**src/rtl/core/dtq_pkg.sv**
```systemverilog
`timescale 1ns / 1ps
// ----------------------------------------------------------------------------
// Delta timer queue package
// Sizes, opcodes and the entry type shared by the timer queue core.
// ----------------------------------------------------------------------------
package dtq_pkg;

  localparam int QUEUE_DEPTH = 8;
  localparam int TIME_BITS   = 16;
  localparam int PROC_BITS   = 4;

  // Entry index width and the width of a count that can hold QUEUE_DEPTH.
  localparam int IDX_W = (QUEUE_DEPTH > 1) ? $clog2(QUEUE_DEPTH) : 1;
  localparam int CNT_W = $clog2(QUEUE_DEPTH + 1);

  localparam logic OP_TICK   = 1'b0;
  localparam logic OP_INSERT = 1'b1;

  typedef struct packed {
    logic [PROC_BITS-1:0] proc;
    logic [TIME_BITS-1:0] delta;
  } entry_t;

endpackage

```
**src/rtl/core/delta_timer_queue_core.sv**
```systemverilog
`timescale 1ns / 1ps
// ----------------------------------------------------------------------------
// Delta timer queue core
// Sorted delta-list timer queue with a sequencer that walks an entry memory with
// one write port and one read port through a single shared subtractor.
// ----------------------------------------------------------------------------
// Operation: a tick reads the head entry and, when it wakes, moves each later entry up one
//   place. An insert walks the list to its place; away from the tail it moves the later
//   entries back, and the entry that stops the walk is read twice.
// Throughput: one transaction at a time; the input stalls until the result is handed to
//   the output register. A full-queue insert or an empty-queue tick goes straight to the result state.
// Reset: rst_ni clears the sequencer, the count and the output valid, not the entry memory.
// ----------------------------------------------------------------------------
module delta_timer_queue_core (
  input  logic                          clk_i,
  input  logic                          rst_ni,
  // Request channel.
  input  logic                          in_valid_i,
  output logic                          in_stall_o,
  input  logic                          opcode_i,
  input  logic [dtq_pkg::PROC_BITS-1:0] proc_id_i,
  input  logic [dtq_pkg::TIME_BITS-1:0] delay_i,
  // Result channel.
  output logic                          out_valid_o,
  input  logic                          out_stall_i,
  output logic                          woke_o,
  output logic [dtq_pkg::PROC_BITS-1:0] woken_proc_o,
  output logic                          rejected_o
);

  localparam int TB = dtq_pkg::TIME_BITS;
  localparam int IW = dtq_pkg::IDX_W;
  localparam int CW = dtq_pkg::CNT_W;

  typedef enum logic [3:0] {
    ST_IDLE,
    ST_WALK_RD,
    ST_WALK_CMP,
    ST_SH_RD,
    ST_SH_WR,
    ST_INS_WR,
    ST_TICK_RD,
    ST_TICK_CHK,
    ST_RM_RD,
    ST_RM_WR,
    ST_RESP
  } state_e;

  state_e                        state_q;
  logic [CW-1:0]                 count_q;
  logic [IW-1:0]                 idx_q;   // memory read address
  logic [IW-1:0]                 pos_q;   // insert position found by the walk
  logic [IW-1:0]                 sh_q;    // entry being written by a move
  logic [TB-1:0]                 remain_q;
  logic [dtq_pkg::PROC_BITS-1:0] pid_q;

  // Result waiting for the output register.
  logic                          p_woke_q;
  logic [dtq_pkg::PROC_BITS-1:0] p_proc_q;
  logic                          p_rej_q;

  logic                          out_valid_q;
  logic                          woke_q;
  logic [dtq_pkg::PROC_BITS-1:0] woken_proc_q;
  logic                          rejected_q;

  // Entry memory with one write port and one registered read port.
  dtq_pkg::entry_t mem_q [dtq_pkg::QUEUE_DEPTH];
  dtq_pkg::entry_t rd_data_q;
  logic            mem_we;
  logic [IW-1:0]   mem_wa;
  dtq_pkg::entry_t mem_wd;

  // Shared subtractor: one extra bit gives the borrow, which doubles as the
  // compare for the walk.
  logic [TB-1:0] alu_a, alu_b;
  logic [TB:0]   alu_diff;
  logic          alu_ge;

  logic in_accept;
  logic out_free;

  assign in_accept = in_valid_i && !in_stall_o;
  assign out_free  = !out_valid_q || !out_stall_i;
  assign in_stall_o = (state_q != ST_IDLE);

  always_comb begin
    alu_a = remain_q;
    alu_b = rd_data_q.delta;
    case (state_q)
      ST_SH_WR: begin
        // The entry that ends up right behind the new one is lowered.
        alu_a = rd_data_q.delta;
        alu_b = remain_q;
      end
      ST_TICK_CHK: begin
        alu_a = rd_data_q.delta;
        alu_b = TB'(1);
      end
      default: begin
        alu_a = remain_q;
        alu_b = rd_data_q.delta;
      end
    endcase
  end

  assign alu_diff = {1'b0, alu_a} - {1'b0, alu_b};
  assign alu_ge   = !alu_diff[TB];

  always_comb begin
    mem_we = 1'b0;
    mem_wa = sh_q;
    mem_wd = rd_data_q;
    case (state_q)
      ST_SH_WR: begin
        mem_we = 1'b1;
        mem_wa = sh_q;
        if (sh_q == pos_q + IW'(1)) begin
          mem_wd.delta = alu_diff[TB-1:0];
        end
      end
      ST_INS_WR: begin
        mem_we       = 1'b1;
        mem_wa       = pos_q;
        mem_wd.proc  = pid_q;
        mem_wd.delta = remain_q;
      end
      ST_TICK_CHK: begin
        mem_we       = (rd_data_q.delta != '0);
        mem_wa       = '0;
        mem_wd.delta = alu_diff[TB-1:0];
      end
      ST_RM_WR: begin
        mem_we = 1'b1;
        mem_wa = sh_q;
      end
      default: begin
        mem_we = 1'b0;
      end
    endcase
  end

  always_ff @(posedge clk_i) begin
    if (mem_we) begin
      mem_q[mem_wa] <= mem_wd;
    end
    rd_data_q <= mem_q[idx_q];
  end

  // Sequencer, entry count and output register.
  always_ff @(posedge clk_i or negedge rst_ni) begin
    if (!rst_ni) begin
      state_q      <= ST_IDLE;
      count_q      <= '0;
      idx_q        <= '0;
      pos_q        <= '0;
      sh_q         <= '0;
      remain_q     <= '0;
      pid_q        <= '0;
      p_woke_q     <= 1'b0;
      p_proc_q     <= '0;
      p_rej_q      <= 1'b0;
      out_valid_q  <= 1'b0;
      woke_q       <= 1'b0;
      woken_proc_q <= '0;
      rejected_q   <= 1'b0;
    end else begin
      // A result taken while a new one is loaded is handled in ST_RESP.
      if (out_valid_q && !out_stall_i && state_q != ST_RESP) begin
        out_valid_q <= 1'b0;
      end
      case (state_q)
        ST_IDLE: begin
          if (in_accept) begin
            pid_q    <= proc_id_i;
            remain_q <= delay_i;
            pos_q    <= '0;
            idx_q    <= '0;
            p_woke_q <= 1'b0;
            p_proc_q <= '0;
            p_rej_q  <= 1'b0;
            if (opcode_i == dtq_pkg::OP_INSERT) begin
              if (count_q == CW'(dtq_pkg::QUEUE_DEPTH)) begin
                p_rej_q <= 1'b1;
                state_q <= ST_RESP;
              end else if (count_q == '0) begin
                state_q <= ST_INS_WR;
              end else begin
                state_q <= ST_WALK_RD;
              end
            end else if (count_q == '0) begin
              state_q <= ST_RESP;
            end else begin
              state_q <= ST_TICK_RD;
            end
          end
        end
        ST_WALK_RD: begin
          state_q <= ST_WALK_CMP;
        end
        ST_WALK_CMP: begin
          if (alu_ge) begin
            // Equal expiry times go behind existing entries.
            remain_q <= alu_diff[TB-1:0];
            pos_q    <= pos_q + IW'(1);
            idx_q    <= pos_q + IW'(1);
            if (CW'(pos_q) + CW'(1) == count_q) begin
              state_q <= ST_INS_WR;
            end else begin
              state_q <= ST_WALK_RD;
            end
          end else begin
            sh_q    <= count_q[IW-1:0];
            idx_q   <= count_q[IW-1:0] - IW'(1);
            state_q <= ST_SH_RD;
          end
        end
        ST_SH_RD: begin
          state_q <= ST_SH_WR;
        end
        ST_SH_WR: begin
          if (sh_q == pos_q + IW'(1)) begin
            state_q <= ST_INS_WR;
          end else begin
            sh_q    <= sh_q - IW'(1);
            idx_q   <= sh_q - IW'(2);
            state_q <= ST_SH_RD;
          end
        end
        ST_INS_WR: begin
          count_q <= count_q + CW'(1);
          state_q <= ST_RESP;
        end
        ST_TICK_RD: begin
          state_q <= ST_TICK_CHK;
        end
        ST_TICK_CHK: begin
          if (rd_data_q.delta == '0) begin
            p_woke_q <= 1'b1;
            p_proc_q <= rd_data_q.proc;
            if (count_q == CW'(1)) begin
              count_q <= '0;
              state_q <= ST_RESP;
            end else begin
              sh_q    <= '0;
              idx_q   <= IW'(1);
              state_q <= ST_RM_RD;
            end
          end else begin
            state_q <= ST_RESP;
          end
        end
        ST_RM_RD: begin
          state_q <= ST_RM_WR;
        end
        ST_RM_WR: begin
          if (CW'(sh_q) + CW'(2) == count_q) begin
            count_q <= count_q - CW'(1);
            state_q <= ST_RESP;
          end else begin
            sh_q    <= sh_q + IW'(1);
            idx_q   <= sh_q + IW'(2);
            state_q <= ST_RM_RD;
          end
        end
        ST_RESP: begin
          if (out_free) begin
            out_valid_q  <= 1'b1;
            woke_q       <= p_woke_q;
            woken_proc_q <= p_proc_q;
            rejected_q   <= p_rej_q;
            state_q      <= ST_IDLE;
          end
        end
        default: begin
          state_q <= ST_IDLE;
        end
      endcase
    end
  end

  assign out_valid_o  = out_valid_q;
  assign woke_o       = woke_q;
  assign woken_proc_o = woken_proc_q;
  assign rejected_o   = rejected_q;

  // An accepted transaction always leaves the sequencer busy in the cycle after it.
  a_busy_after_accept: assert property (@(posedge clk_i) disable iff (!rst_ni)
    in_accept |=> in_stall_o)
    else $error("input not stalled after an accepted transaction");

  // A result never reports a wake and a rejection together.
  a_woke_rej_exclusive: assert property (@(posedge clk_i) disable iff (!rst_ni)
    out_valid_o |-> !(woke_o && rejected_o))
    else $error("wake and reject reported together");

  // The entry count never exceeds the queue depth.
  a_count_bound: assert property (@(posedge clk_i) disable iff (!rst_ni)
    in_accept |-> (count_q <= CW'(dtq_pkg::QUEUE_DEPTH)))
    else $error("entry count beyond queue depth");

  // The count only moves by one step per transaction, and only in ST_INS_WR, ST_TICK_CHK or ST_RM_WR.
  a_count_step: assert property (@(posedge clk_i) disable iff (!rst_ni)
    (count_q != $past(count_q)) |->
      ($past(state_q) == ST_INS_WR || $past(state_q) == ST_TICK_CHK ||
       $past(state_q) == ST_RM_WR))
    else $error("entry count changed outside an update step");

endmodule
```
**config.mk**
```make
export PLATFORM = sky130hd
export DESIGN_NAME = delta_timer_queue_core
export DESIGN_NICKNAME = d
export VERILOG_FILES = /design/src/rtl/core/dtq_pkg.sv /design/src/rtl/core/delta_timer_queue_core.sv
export SDC_FILE = /design/constraint.sdc
export NUM_CORES = 1
export LEC_CHECK = 0
export BUFFER_PORTS_ARGS = -buffer_cell sky130_fd_sc_hd__buf_2
export CAP_MARGIN = 0
export CELL_PAD_IN_SITES_DETAIL_PLACEMENT = 0
export CELL_PAD_IN_SITES_GLOBAL_PLACEMENT = 2
export CORE_MARGIN = 2
export CORE_UTILIZATION = 44
export CTS_CLUSTER_SIZE = 24
export DETAILED_ROUTE_END_ITERATION = 12
export PLACE_DENSITY_LB_ADDON = 0.1
export SLEW_MARGIN = 40
export SYNTH_ARGS = -nofsm -noshare
export SYNTH_HDL_FRONTEND = slang
export SYNTH_SLANG_ARGS = --single-unit
```
**constraint.sdc**
```tcl
create_clock -name clk_i -period 4.51 [get_ports clk_i]
set_input_delay 0.451 -clock clk_i [delete_from_list [all_inputs] [get_ports clk_i]]
set_output_delay 0.451 -clock clk_i [all_outputs]
set_load 0.02 [all_outputs]
```
Word-level counts from Yosys, hierarchy flattened

Memories as Yosys holds them, arrays and structs flattened. A register that Yosys moved wholly into a read port is not among the register bits.
Cells that the tools add are included.

Bits in registers: 50
Bits in writable memories: 160
Word-level logic and storage cells: 134
Memories kept: 1

$add $sub $neg: 11
Equality and inequality tests: 26
Muxes and demuxes: 55
Reductions and logical operators: 27

Memory list:

| memory | words | bits a word | read ports | clocked after Yosys merged registers in | write ports | RTL line                     | text |
|---|---|---|---|---|---|---|---|
| mem_q  | 8     | 20          | 1          | 1                                       | 1           | delta_timer_queue_core.sv:68 | `dtq_pkg::entry_t mem_q [dtq_pkg::QUEUE_DEPTH];` |

Operators with widths:

| operator                                                              | number |
|---|---|
| 16-bit 2-to-1 mux                                                     | 4 |
| 16-bit case mux with 2 select lines                                   | 2 |
| 4-bit 2-to-1 mux                                                      | 13 |
| 16-bit case mux with 3 select lines                                   | 1 |
| 3-bit 2-to-1 mux                                                      | 15 |
| 4-bit case mux with 11 select lines                                   | 1 |
| 2-bit inequality test, second input constant                          | 10 |
| 16-bit by 16-bit subtractor with 17-bit output                        | 1 |
| 4-bit by 3-bit equality test with 1-bit output, second input constant | 4 |
| 4-bit equality test, second input constant                            | 4 |
| 16-bit logical NOT                                                    | 1 |
| 16-bit nonzero test                                                   | 1 |
| 3-bit case mux with 5 select lines                                    | 1 |
| 3-bit case mux with 2 select lines                                    | 2 |
| 3-bit case mux with 4 select lines                                    | 1 |
| 4-bit case mux with 3 select lines                                    | 1 |
| 6-bit AND reduction                                                   | 2 |
| 1-bit 2-to-1 mux                                                      | 9 |
| 4-bit by 1-bit equality test with 1-bit output, second input constant | 2 |
| 4-bit by 2-bit equality test with 1-bit output, second input constant | 2 |
| 4-bit equality test                                                   | 2 |
| 4-bit logical NOT                                                     | 2 |
| 4-bit case mux with 2 select lines                                    | 1 |
| 4-bit nonzero test                                                    | 2 |
| other kinds (23)                                                      | 35 |

Depth between registers and ports, before layout

Gate-level depths: netlist of run 1.

Word-level depth: 6
Depth in mapped cells: 16
Gate-level depth less buffers: 12

Least setup slack after synthesis of run 1

OpenSTA, ideal clock, no wires.

Kind: register -> register
Start point: register state_q[3]
End point: register remain_q[10]
Library setup time: 0.119 ns
Arrival time: 3.484 ns
Required time: 4.391 ns
Setup slack: 0.907 ns
Cell stages (with the launch flop): 15
Path buffers: 4
Period minus slack after synthesis: 3.603 ns
Cells stage by stage: dfrtp_1 > nand2b_1 > buf_2 > nor3_1 > clkbuf_1 > a22oi_1 > ha_1 > buf_6 > a211o_1 > a21oi_4 > or3b_2 > o211ai_4 > nand2_4 > buf_2 > o21a_1

Word-level cells in the longest chain between the ends: 6
Elaborated cells between the ends (all ways): 17
Classes of those cells: add/sub (1); eq/ne (5); mux (4); reduce/logical (7)

RTL lines:

| element                                                                           | RTL line                      | text |
|---|---|---|
| start: declaration                                                                | delta_timer_queue_core.sv:49  | `state_e state_q;` |
| start signal: assignment                                                          | delta_timer_queue_core.sv:153 | `state_q <= ST_IDLE;` |
| start signal: assignment                                                          | delta_timer_queue_core.sv:185 | `state_q <= ST_RESP;` |
| start signal: assignment                                                          | delta_timer_queue_core.sv:187 | `state_q <= ST_INS_WR;` |
| 4-bit by 3-bit equality test with 1-bit output                                    | delta_timer_queue_core.sv:90  | `case (state_q)` |
| 2-bit OR reduction (no source line)                                               | --                            |  |
| 16-bit 2-to-1 mux                                                                 | delta_timer_queue_core.sv:90  |  |
| 16-bit by 16-bit subtractor with 17-bit output                                    | delta_timer_queue_core.sv:107 | `assign alu_diff = {1'b0, alu_a} - {1'b0, alu_b};` |
| 16-bit 2-to-1 mux / 2-bit inequality test (equally long branches)                 | --                            |  |
| 16-bit case mux with 2 select lines / 3-bit AND reduction (equally long branches) | --                            |  |
| end signal: assignment                                                            | delta_timer_queue_core.sv:176 | `remain_q <= delay_i;` |
| end signal: assignment                                                            | delta_timer_queue_core.sv:204 | `remain_q <= alu_diff[TB-1:0];` |
| end: declaration                                                                  | delta_timer_queue_core.sv:54  | `logic [TB-1:0] remain_q;` |

Parallel ways exist; a longest one is shown, timed or not. The select of a mux whose other input is x is not followed.
A chain may end at the register's enable or synchronous reset.

Worst setup path after layout of run 1

Start point: register state_q[2]
End point: register remain_q[14]

Same word-level chain as after synthesis.

==> impl_metrics.csv, run 1 <==
group,metric,value,unit
clock_tree,clock-root-buffer,"clkbuf_16",
floorplanning,initial_utilization,0.448,
yosys,syn_area,10900,µm²
setup_path,cp_slowest_cell,"or3b_2",
placement,place_area,11500,µm²
clock_tree,clkSinkCount,230,
global_routing,antenna_found_initial,1,
pwr,powerDensity,855,nW/µm²
worst_hold_path,holdPathStages,2,
global_routing,grt_max_degree,43,
floorplanning,fp.dieH,161,µm
floorplanning,dieArea,26000,µm²
pwr,power_leakage,4.53,nW
cells_and_area,stdcell_count,1215,
drt,drc_errors,0,
pwr,p_int,6.33,mW
yosys,netlist_instances,831,
job,drv_cap,0,
pwr,vdd_drop_max,0.373,mV
pwr,pwr-share-comb,0.467,
yosys,avgSynthCellArea,13.1,µm²
floorplanning,pin_count,33,
cells_and_area,stdcell_area,12500,µm²
placement,gp_congestion,0.868,
global_routing,overflow,0,
drt,vias,7013,
setup_path,path_max_fanout,26,
worst_hold_path,hold_start,"proc_id_i[3]",
yosys,ys_types,67,
clock_tree,path_clk_slew,70,ps
setup_path,crit_path_cell_trace,"nor2b_1 -> nand3_1 -> buf_4 -> nand2_1 -> nand2_1 -> ha_1 -> a211o_1 -> a21oi_4 -> or3b_2 -> o211ai_4 -> nand2_4 -> nand3_1 -> o211ai_1",
timing,rsz0062_at_grt,"no",
clock_tree,numCtsBuffers,25,
yosys,yosys_warnings,0,
yosys,synth_seq_cells,230,
yosys,async_reset_ff_frac,0.217,
timing,setup_violations,0,
cells_and_area,nNetsFinal,920,
cells_and_area,drive_gt1_frac,0.221,
cells_and_area,fin_util,0.512,
setup_path,start_kind,"flip-flop",
global_routing,grt_pass1_wl,41.8,mm
timing,relSlewSlack,0.484,
setup_path,r2r_start,"state_q[2]",
placement,dpl.cell_count,1164,
floorplanning,die_w,161,µm
drt,vias_per_cell,5.77,
clock_tree,cts_tree,"built",
timing,maxSlewViolCount,0,
setup_path,slowest_delay,520,ps
yosys,seq_area_frac_synth,0.592,
setup_path,r2r_slack,660,ps
drt,wirelength,26.8,mm
placement,dp_hpwl,17.7,mm
drt,wl_per_cell,22.0,µm
timing,finalHoldViolCount,0,
timing,period_minus_slack,3850,ps
setup_path,r2r-end,"remain_q[14]",
pwr,power_switching_share,0.406,
clock_tree,htreeDepth,1,
setup_path,crit_arrival,4250,ps
setup_path,reg2reg_depth,13,
worst_hold_path,hold_class,"input pin to flip-flop",
setup_path,cp.required,4910,ps
run_status,outcome,"finished clean",
timing,min_period_over_period,0.853,
clock_tree,clock_latency,540,ps
drt,ant_nets,0,
global_routing,track_usage,0.210,
worst_hold_path,min_to,"pid_q[3]",
timing,fin_tns_setup,0,ps
clock_tree,cts_buffer_depth,3,
yosys,syn-num-nets,879,
yosys,synth-edff-count,160,
timing,tightestPinTransition,772,ps
cells_and_area,syn_to_final_growth,14.3,%
pwr,seqPwrFrac,0.330,
timing,clock.fmax,260,MHz
drt,drt_iter0_drc,535,
setup_path,cp-end-kind,"flip-flop",
floorplanning,num_rows,57,
clock_tree,cts_resized,0,
timing,finalClockSkew,18.5,ps
pwr,pwr-share-clk,0.203,
floorplanning,coreArea,24300,µm²
drt,drt_first_pass_iters,5,
global_routing,grt_pass1_vias,6999,
setup_path,path_class,"flip-flop to flip-flop",
yosys,synth_flop_cell,"edfxtp_1",
pwr,switching_power,4.33,mW
placement,portBuffers,32,
## state kept, by name, summed over array words and instances (netlist names), 3 cells and up
name	count
mem_q	160
rd_data_q	20
remain_q	16
count_q	4
p_proc_q	4
pid_q	4
state_q	4
woken_proc_o	4
idx_q	3
pos_q	3
sh_q	3
## cells by family (layout without fill, tap and decap cells)
kind of cell | Yosys count | after routing | share of synthesized area
multiplexers | 78 | 78 | 0.121
adder cells (fa/ha/maj) | 23 | 23 | 0.0278
XOR/XNOR | 29 | 29 | 0.0246
flip-flops | 230 | 230 | 0.592
buffers and inverters | 60 | 119 | 0.0245
AO/OA/AOI/OAI | 184 | 184 | 0.113
other | 0 | 1 | 0
AND/OR/NAND/NOR | 227 | 227 | 0.0961
## timing repair
action / CTS / global route
setup buffers: 0 / 0
endpoints found under the hold margin: 8 / 0
endpoints found under the setup margin: 0 / 0
hold buffers: 1 / 0
## worst max-delay path: cells and delay by family (launching register included)
kind / cells / cell delay, ps
AND/OR/NAND/NOR: 7 / 1800
AO/OA/AOI/OAI: 4 / 810
adder cells (fa/ha/maj): 1 / 390
flip-flops: 1 / 380
buffers and inverters: 1 / 340
## metrics by stage
step	hold slack (ps)	total power, mW	setup slack (ps)
3_5_place_dp	309	8.46	472
3_3_place_gp	301	8.40	714
4_1_cts	122	10.7	445
2_1_floorplan	155	7.02	907
5_1_grt	128	11.4	356
6_report	146	10.7	661
## power by group through the flow
| stage | registers [mW] | logic (mW) | clock network, mW |
|---|---|---|---|
| after floorplan | 3.33 | 3.69 | 0 |
| after global placement | 3.54 | 4.86 | 0 |
| after detailed placement | 3.56 | 4.90 | 0 |
| after CTS | 3.52 | 4.93 | 2.22 |
| after global routing | 3.58 | 5.52 | 2.31 |
| final | 3.52 | 4.97 | 2.17 |
## layout make-up
cell class	count	area (µm²)
antenna	1	2.50
clock buffer	27	633
multi-input combinational	541	4220
clock inverter	18	241
tap	324	405
timing repair buffer	60	440
sequential	230	6460
inverter	14	52.6
fill	2092	11900
## worst max-delay path by stage
stage,slack (ps),cells after the start,end,startpoint
global placement,710,13,mem_q[3][15],state_q[0]
detailed placement,470,13,mem_q[6][15],state_q[2]
finish,660,13,remain_q[14],state_q[2]
floorplan,910,14,remain_q[10],state_q[3]
global route,360,12,mem_q[1][15],state_q[2]
CTS,440,13,mem_q[6][15],state_q[2]
## routing by layer
metal	routed length, µm	vias up	track usage
met4	519	0	0.0491
met3	1540	34	0.0326
met5	0	-	0
li1	-	3242	-
met2	12100	196	0.324
met1	12600	3541	0.315
## cells in the mapped netlist, drive strengths merged, types with 4 or more instances
| library cell | n | share of area |
|---|---|---|
| a21oi | 34 | 0.017 |
| o21ai | 48 | 0.022 |
| xnor2 | 13 | 0.010 |
| nand4 | 4 | 0.0023 |
| o211ai | 11 | 0.0093 |
| mux4 | 40 | 0.083 |
| clkbuf | 25 | 0.0086 |
| edfxtp | 160 | 0.44 |
| buf | 21 | 0.011 |
| nor2b | 6 | 0.0037 |
| mux2i | 4 | 0.0037 |
| o21a | 7 | 0.0048 |
| xor2 | 15 | 0.012 |
| mux2 | 34 | 0.035 |
| nand2 | 111 | 0.039 |
| o22ai | 4 | 0.0023 |
| nand3 | 10 | 0.0046 |
| a31oi | 11 | 0.0063 |
| ha | 21 | 0.024 |
| and2 | 9 | 0.0054 |
| nand2b | 13 | 0.0082 |
| nor3 | 11 | 0.0061 |
| dfrtp | 50 | 0.11 |
| inv | 14 | 0.0048 |
| a22oi | 25 | 0.017 |
| o21bai | 4 | 0.0028 |
| nor2 | 47 | 0.016 |
| a211oi | 4 | 0.0028 |
| dfxtp | 20 | 0.037 |
| nor4 | 6 | 0.0034 |
| a222oi | 4 | 0.0037 |
| a21o | 5 | 0.0034 |
## cells in the final DEF, fill, tap and decap left out, types with 10 or more instances in the layout
| cell | count |
|---|---|
| nor3_1 | 10 |
| nand3_1 | 10 |
| xnor2_1 | 13 |
| a21oi_1 | 32 |
| a22oi_1 | 25 |
| nand2_1 | 110 |
| edfxtp_1 | 160 |
| inv_1 | 13 |
| buf_4 | 23 |
| dfrtp_1 | 49 |
| nand2b_1 | 12 |
| a31oi_1 | 11 |
| dfxtp_1 | 20 |
| mux2_2 | 34 |
| nor2_1 | 38 |
| o21ai_0 | 39 |
| clkbuf_16 | 25 |
| xor2_1 | 15 |
| buf_2 | 32 |
| ha_1 | 21 |
| mux4_2 | 40 |
Note: power is estimated with default switching activity, not from simulation.
==> inputs of run 2 (changes only) <==
- CTS_BUF_LIST: unset -> sky130_fd_sc_hd__clkbuf_16
==> run 2 against run 1 <==
Compared with the run above:
- first-iteration DRC count increased by 1.5%
- sequential share of layout area stayed put
- core utilization is the same
- non-clock buffer count stayed put
- die area is the same
- fmax is essentially flat
- combinational power about the same
- clock-buffer cell count shrank 2
- critical path type unchanged
==> impl_metrics.csv, run 2 (synthesis gave the netlist of run 1 again) <==
group,metric,value,unit
placement,place_area,11500,µm²
placement,portBuffers,32,
clock_tree,path_clk_slew,70,ps
drt,wl_per_cell,22.0,µm
timing,worst_slack,662,ps
setup_path,crit_path_cell_trace,"nor2b_1 -> nand3_1 -> buf_4 -> nand2_1 -> nand2_1 -> ha_1 -> a211o_1 -> a21oi_4 -> or3b_2 -> o211ai_4 -> nand2_4 -> nand3_1 -> o211ai_1",
setup_path,crit_arrival,4250,ps
cells_and_area,drive_gt1_frac,0.221,
timing,min_period_over_period,0.853,
cells_and_area,reg_top3,"mem_q (160), rd_data_q (20), remain_q (16)",
drt,vias_per_cell,5.79,
floorplanning,fp.dieH,161,µm
setup_path,path_max_fanout,26,
floorplanning,num_rows,57,
floorplanning,dieArea,26000,µm²
clock_tree,cts_setup_buffers,0,
cells_and_area,syn_to_final_growth,14.3,%
worst_hold_path,hold_class,"input pin to flip-flop",
timing,fin_tns_setup,0,ps
clock_tree,clock_latency,540,ps
timing,rsz0062_at_grt,"no",
setup_path,crit_buf_inv,1,
timing,finalClockSkew,17.9,ps
pwr,power_leakage,4.54,nW
timing,maxSlewViolCount,0,
clock_tree,cts_buffer_depth,3,
clock_tree,clock-root-buffer,"clkbuf_16",
timing,tightestPinTransition,773,ps
clock_tree,cts_tree,"built",
drt,drt_first_pass_iters,5,
floorplanning,initial_utilization,0.448,
floorplanning,pin_count,33,
global_routing,overflow,0,
global_routing,grt_pass1_wl,41.8,mm
placement,post-place-ws,472,ps
global_routing,grt_pass1_vias,6999,
timing,finalHoldViolCount,0,
floorplanning,die_w,161,µm
job,drv_cap,0,
cells_and_area,stdcell_count,1215,
placement,dp_hpwl,17.7,mm
setup_path,cp.required,4910,ps
setup_path,path_class,"flip-flop to flip-flop",
drt,vias,7035,
global_routing,antenna_found_initial,1,
drt,drc_errors,0,
timing,period_minus_slack,3850,ps
drt,ant_nets,0,
clock_tree,cts_resized,0,
setup_path,cp-end-kind,"flip-flop",
clock_tree,clkSinkCount,230,
clock_tree,htreeDepth,1,
pwr,powerDensity,855,nW/µm²
drt,drt_iter0_drc,543,
cells_and_area,largest_reg_flops,160,
timing,clock.fmax,260,MHz
setup_path,cp_slowest_cell,"or3b_2",
setup_path,slowest_delay,520,ps
global_routing,grt_max_degree,43,
placement,dpl.cell_count,1164,
global_routing,track_usage,0.210,
setup_path,crit_family,"simple AND/OR/NAND/NOR gates",
clock_tree,numCtsBuffers,25,
timing,relSlewSlack,0.483,
floorplanning,coreArea,24300,µm²
setup_path,start_kind,"flip-flop",
placement,gp_congestion,0.868,
cells_and_area,mostFrequentLayoutCells,"edfxtp_1, nand2_1, dfrtp_1",
cells_and_area,nNetsFinal,920,
cells_and_area,regMostFlops,"mem_q",
pwr,vdd_drop_max,0.373,mV
cells_and_area,stdcell_area,12500,µm²
pwr,power,10.6,mW
timing,setup_violations,0,
cells_and_area,final_common_cell,"edfxtp_1",
run_status,outcome,"finished clean",
drt,wirelength,26.7,mm
[run 2: worst paths after layout]
check,start,cells after the start,slack (ps),endpoint
worst min-delay path,proc_id_i[3],2,150,pid_q[3]
worst max register to register,state_q[2],13,660,remain_q[14]
worst max-delay path,state_q[2],13,660,remain_q[14]
worst min register to register,rd_data_q[19],2,450,p_proc_q[3]
min in group asynchronous,rst_ni,2,290,p_proc_q[2]
max in group asynchronous,rst_ni,3,3310,idx_q[0]
[run 2: through the flow]
stage | util | hold slack, ps
2_1_floorplan | - | 155
3_3_place_gp | 0.472 | 301
3_5_place_dp | 0.472 | 309
4_1_cts | 0.508 | 122
5_1_grt | 0.512 | 128
6_report | 0.512 | 146
[run 2: area by class of cell]
cell class	instances	area, µm²
antenna	1	2.50
clock buffer	25	626
clock inverter	20	249
fill	2092	11900
inverter	14	52.6
multi-input combinational	541	4220
sequential	230	6460
tap	324	405
timing repair buffer	60	440
[run 2: metal layers]
metal / vias up / track usage / share of wire
li1: 3245 / - / -
met1: 3546 / 0.315 / 0.47
met2: 210 / 0.324 / 0.45
met3: 34 / 0.0326 / 0.060
met4: 0 / 0.0491 / 0.019
met5: - / 0 / 0
[run 2: power breakdown]
part / internal (mW) / switching (mW) / total [mW]
Clock: 1.31 / 0.855 / 2.16
Sequential: 3.06 / 0.454 / 3.52
Combinational: 1.95 / 3.02 / 4.97
[run 2: timing repair]
item / CTS / global route
hold buffers: 1 / 0
endpoints found under the hold margin: 8 / 0
setup endpoints to repair: 0 / 0
==> inputs of run 3 (changes only) <==
- CAP_MARGIN: 0 -> unset
- CORE_ASPECT_RATIO: unset -> 2
==> run 3 against run 2 <==
Compared with the run above:
- power is 3.6% lower
- largest cell class unchanged
- largest power group unchanged
- cell count is 0.16% lower
- fmax is 5.7% lower
- die area is 0.30% higher
==> impl_metrics.csv, run 3 (synthesis gave the netlist of run 1 again) <==
group,metric,value,unit
floorplanning,num_rows,81,
global_routing,antenna_found_initial,0,
drt,vias_per_cell,5.86,
cells_and_area,fillCellCount,2112,
timing,maxSlewViolCount,0,
cells_and_area,largest_reg_flops,160,
setup_path,start_kind,"flip-flop",
setup_path,crit_arrival,4450,ps
cells_and_area,stdcell_count,1213,
placement,dpl.cell_count,1173,
setup_path,r2r-end,"mem_q[2][9]",
setup_path,path_class,"flip-flop to flip-flop",
setup_path,path_max_fanout,23,
global_routing,grt_pass1_wl,43.5,mm
drt,drt_iter0_drc,534,
cells_and_area,syn_to_final_growth,11.8,%
pwr,power_leakage,4.43,nW
global_routing,overflow,0,
floorplanning,pin_count,33,
timing,min_period_over_period,0.905,
placement,portBuffers,32,
global_routing,grt_pass1_vias,7348,
pwr,powerDensity,842,nW/µm²
run_status,outcome,"finished clean",
pwr,vdd_drop_max,0.399,mV
clock_tree,numCtsBuffers,22,
drt,wl_per_cell,23.3,µm
pwr,power,10.3,mW
drt,vias,7112,
clock_tree,postCtsHoldBufs,0,
drt,drt_first_pass_iters,6,
cells_and_area,reg_top3,"mem_q (160), rd_data_q (20), remain_q (16)",
cells_and_area,drive_gt1_frac,0.212,
timing,relSlewSlack,0.447,
setup_path,r2r_start,"state_q[1]",
cells_and_area,final_common_cell,"edfxtp_1",
cells_and_area,regMostFlops,"mem_q",
placement,dp_hpwl,19.3,mm
clock_tree,cts_tree,"built",
global_routing,grt_max_degree,51,
drt,drc_errors,0,
setup_path,cp.required,4880,ps
drt,ant_nets,0,
setup_path,cp-end-kind,"flip-flop",
timing,clock.fmax,245,MHz
clock_tree,cts_resized,0,
clock_tree,cts_buffer_depth,3,
timing,finalHoldViolCount,0,
timing,tightestPinTransition,827,ps
clock_tree,clkSinkCount,230,
timing,period_minus_slack,4080,ps
clock_tree,cts_setup_buffers,0,
timing,setup_violations,0,
cells_and_area,register_area,6460,µm²
floorplanning,fp.dieH,227,µm
floorplanning,dieArea,26100,µm²
cells_and_area,mostFrequentLayoutCells,"edfxtp_1, nand2_1, dfrtp_1",
global_routing,track_usage,0.225,
clock_tree,htreeDepth,1,
clock_tree,clock_latency,530,ps
floorplanning,die_w,115,µm
floorplanning,coreArea,24400,µm²
clock_tree,path_clk_slew,70,ps
floorplanning,initial_utilization,0.446,
timing,rsz0062_at_grt,"no",
timing,finalClockSkew,26.1,ps
timing,holdWs,59.0,ps
cells_and_area,nNetsFinal,913,
job,drv_cap,0,
setup_path,reg2reg_depth,15,
cells_and_area,multi_input_area,4230,µm²
cells_and_area,n_antenna_cell,0,
timing,fin_tns_setup,0,ps
setup_path,r2r_slack,430,ps
drt,wirelength,28.3,mm
clock_tree,clock-root-buffer,"clkbuf_16",
placement,gp_congestion,0.939,
worst_hold_path,hold_class,"input pin to asynchronous set/reset pin",
run 3: cell types whose count changed in the layout (fill, tap and decap cells not counted), moves of 2 or more:
cell	previous run	this run
clkbuf_16	25	23
bufinv_16	5	0
clkinv_1	3	0
buf_16	3	0
inv_1	15	21
run 3: layout make-up:
type | count | area share
flip-flops and latches | 230 | 0.530
clock buffers | 23 | 0.0472
repair buffers | 56 | 0.0292
inverters | 14 | 0.00431
well taps | 332 | 0.0341
clock inverters | 17 | 0.00811
multi-input cells | 541 | 0.347
run 3: worst max-delay path by stage:
stage          startpoint  cells after the start           end  slack [ps]
3_5_place_dp   state_q[2]                     13  mem_q[2][12]         350
2_1_floorplan  state_q[3]                     14  remain_q[10]         910
4_1_cts        state_q[2]                     13  mem_q[4][12]         320
6_report       state_q[1]                     15   mem_q[2][9]         430
5_1_grt        state_q[2]                     13  mem_q[1][12]          80
3_3_place_gp   state_q[2]                     13  mem_q[3][12]         390
run 3: routing by layer:
metal	vias to the layer above	track usage	part of all wire	wire length (µm)
met5	-	0	0	0
met4	0	0.0707	0.021	601
met3	31	0.0233	0.036	1020
met2	169	0.410	0.55	15600
met1	3689	0.277	0.39	11000
li1	3223	-	-	-
run 3: where the power goes:
part	switching, mW	internal [mW]	leakage [nW]
Sequential	0.450	3.06	2.23
Combinational	3.09	1.93	1.84
Clock	0.797	0.934	0.358
run 3: critical path, stage by stage (launching register included):
cell and delay [ps]:
dfrtp_1 480, buf_4 210, nand2b_1 210, nand3_1 120, buf_4 270, mux2i_1 340, inv_1 80, ha_1 300
nand2b_1 110, a21o_1 150, nand2_1 90, a21boi_0 450, o21ai_0 220, xnor2_1 170, o21ai_0 450, buf_4 260
run 3: stage by stage:
step / utilization / worst slack [ps] / cell area [µm²]
5_1_grt: 0.499 / 78.9 / 12200
4_1_cts: 0.499 / 324 / 12200
6_report: 0.499 / 431 / 12200
3_5_place_dp: 0.471 / 350 / 11500
3_3_place_gp: 0.470 / 393 / 11500
2_1_floorplan: - / 907 / 10900
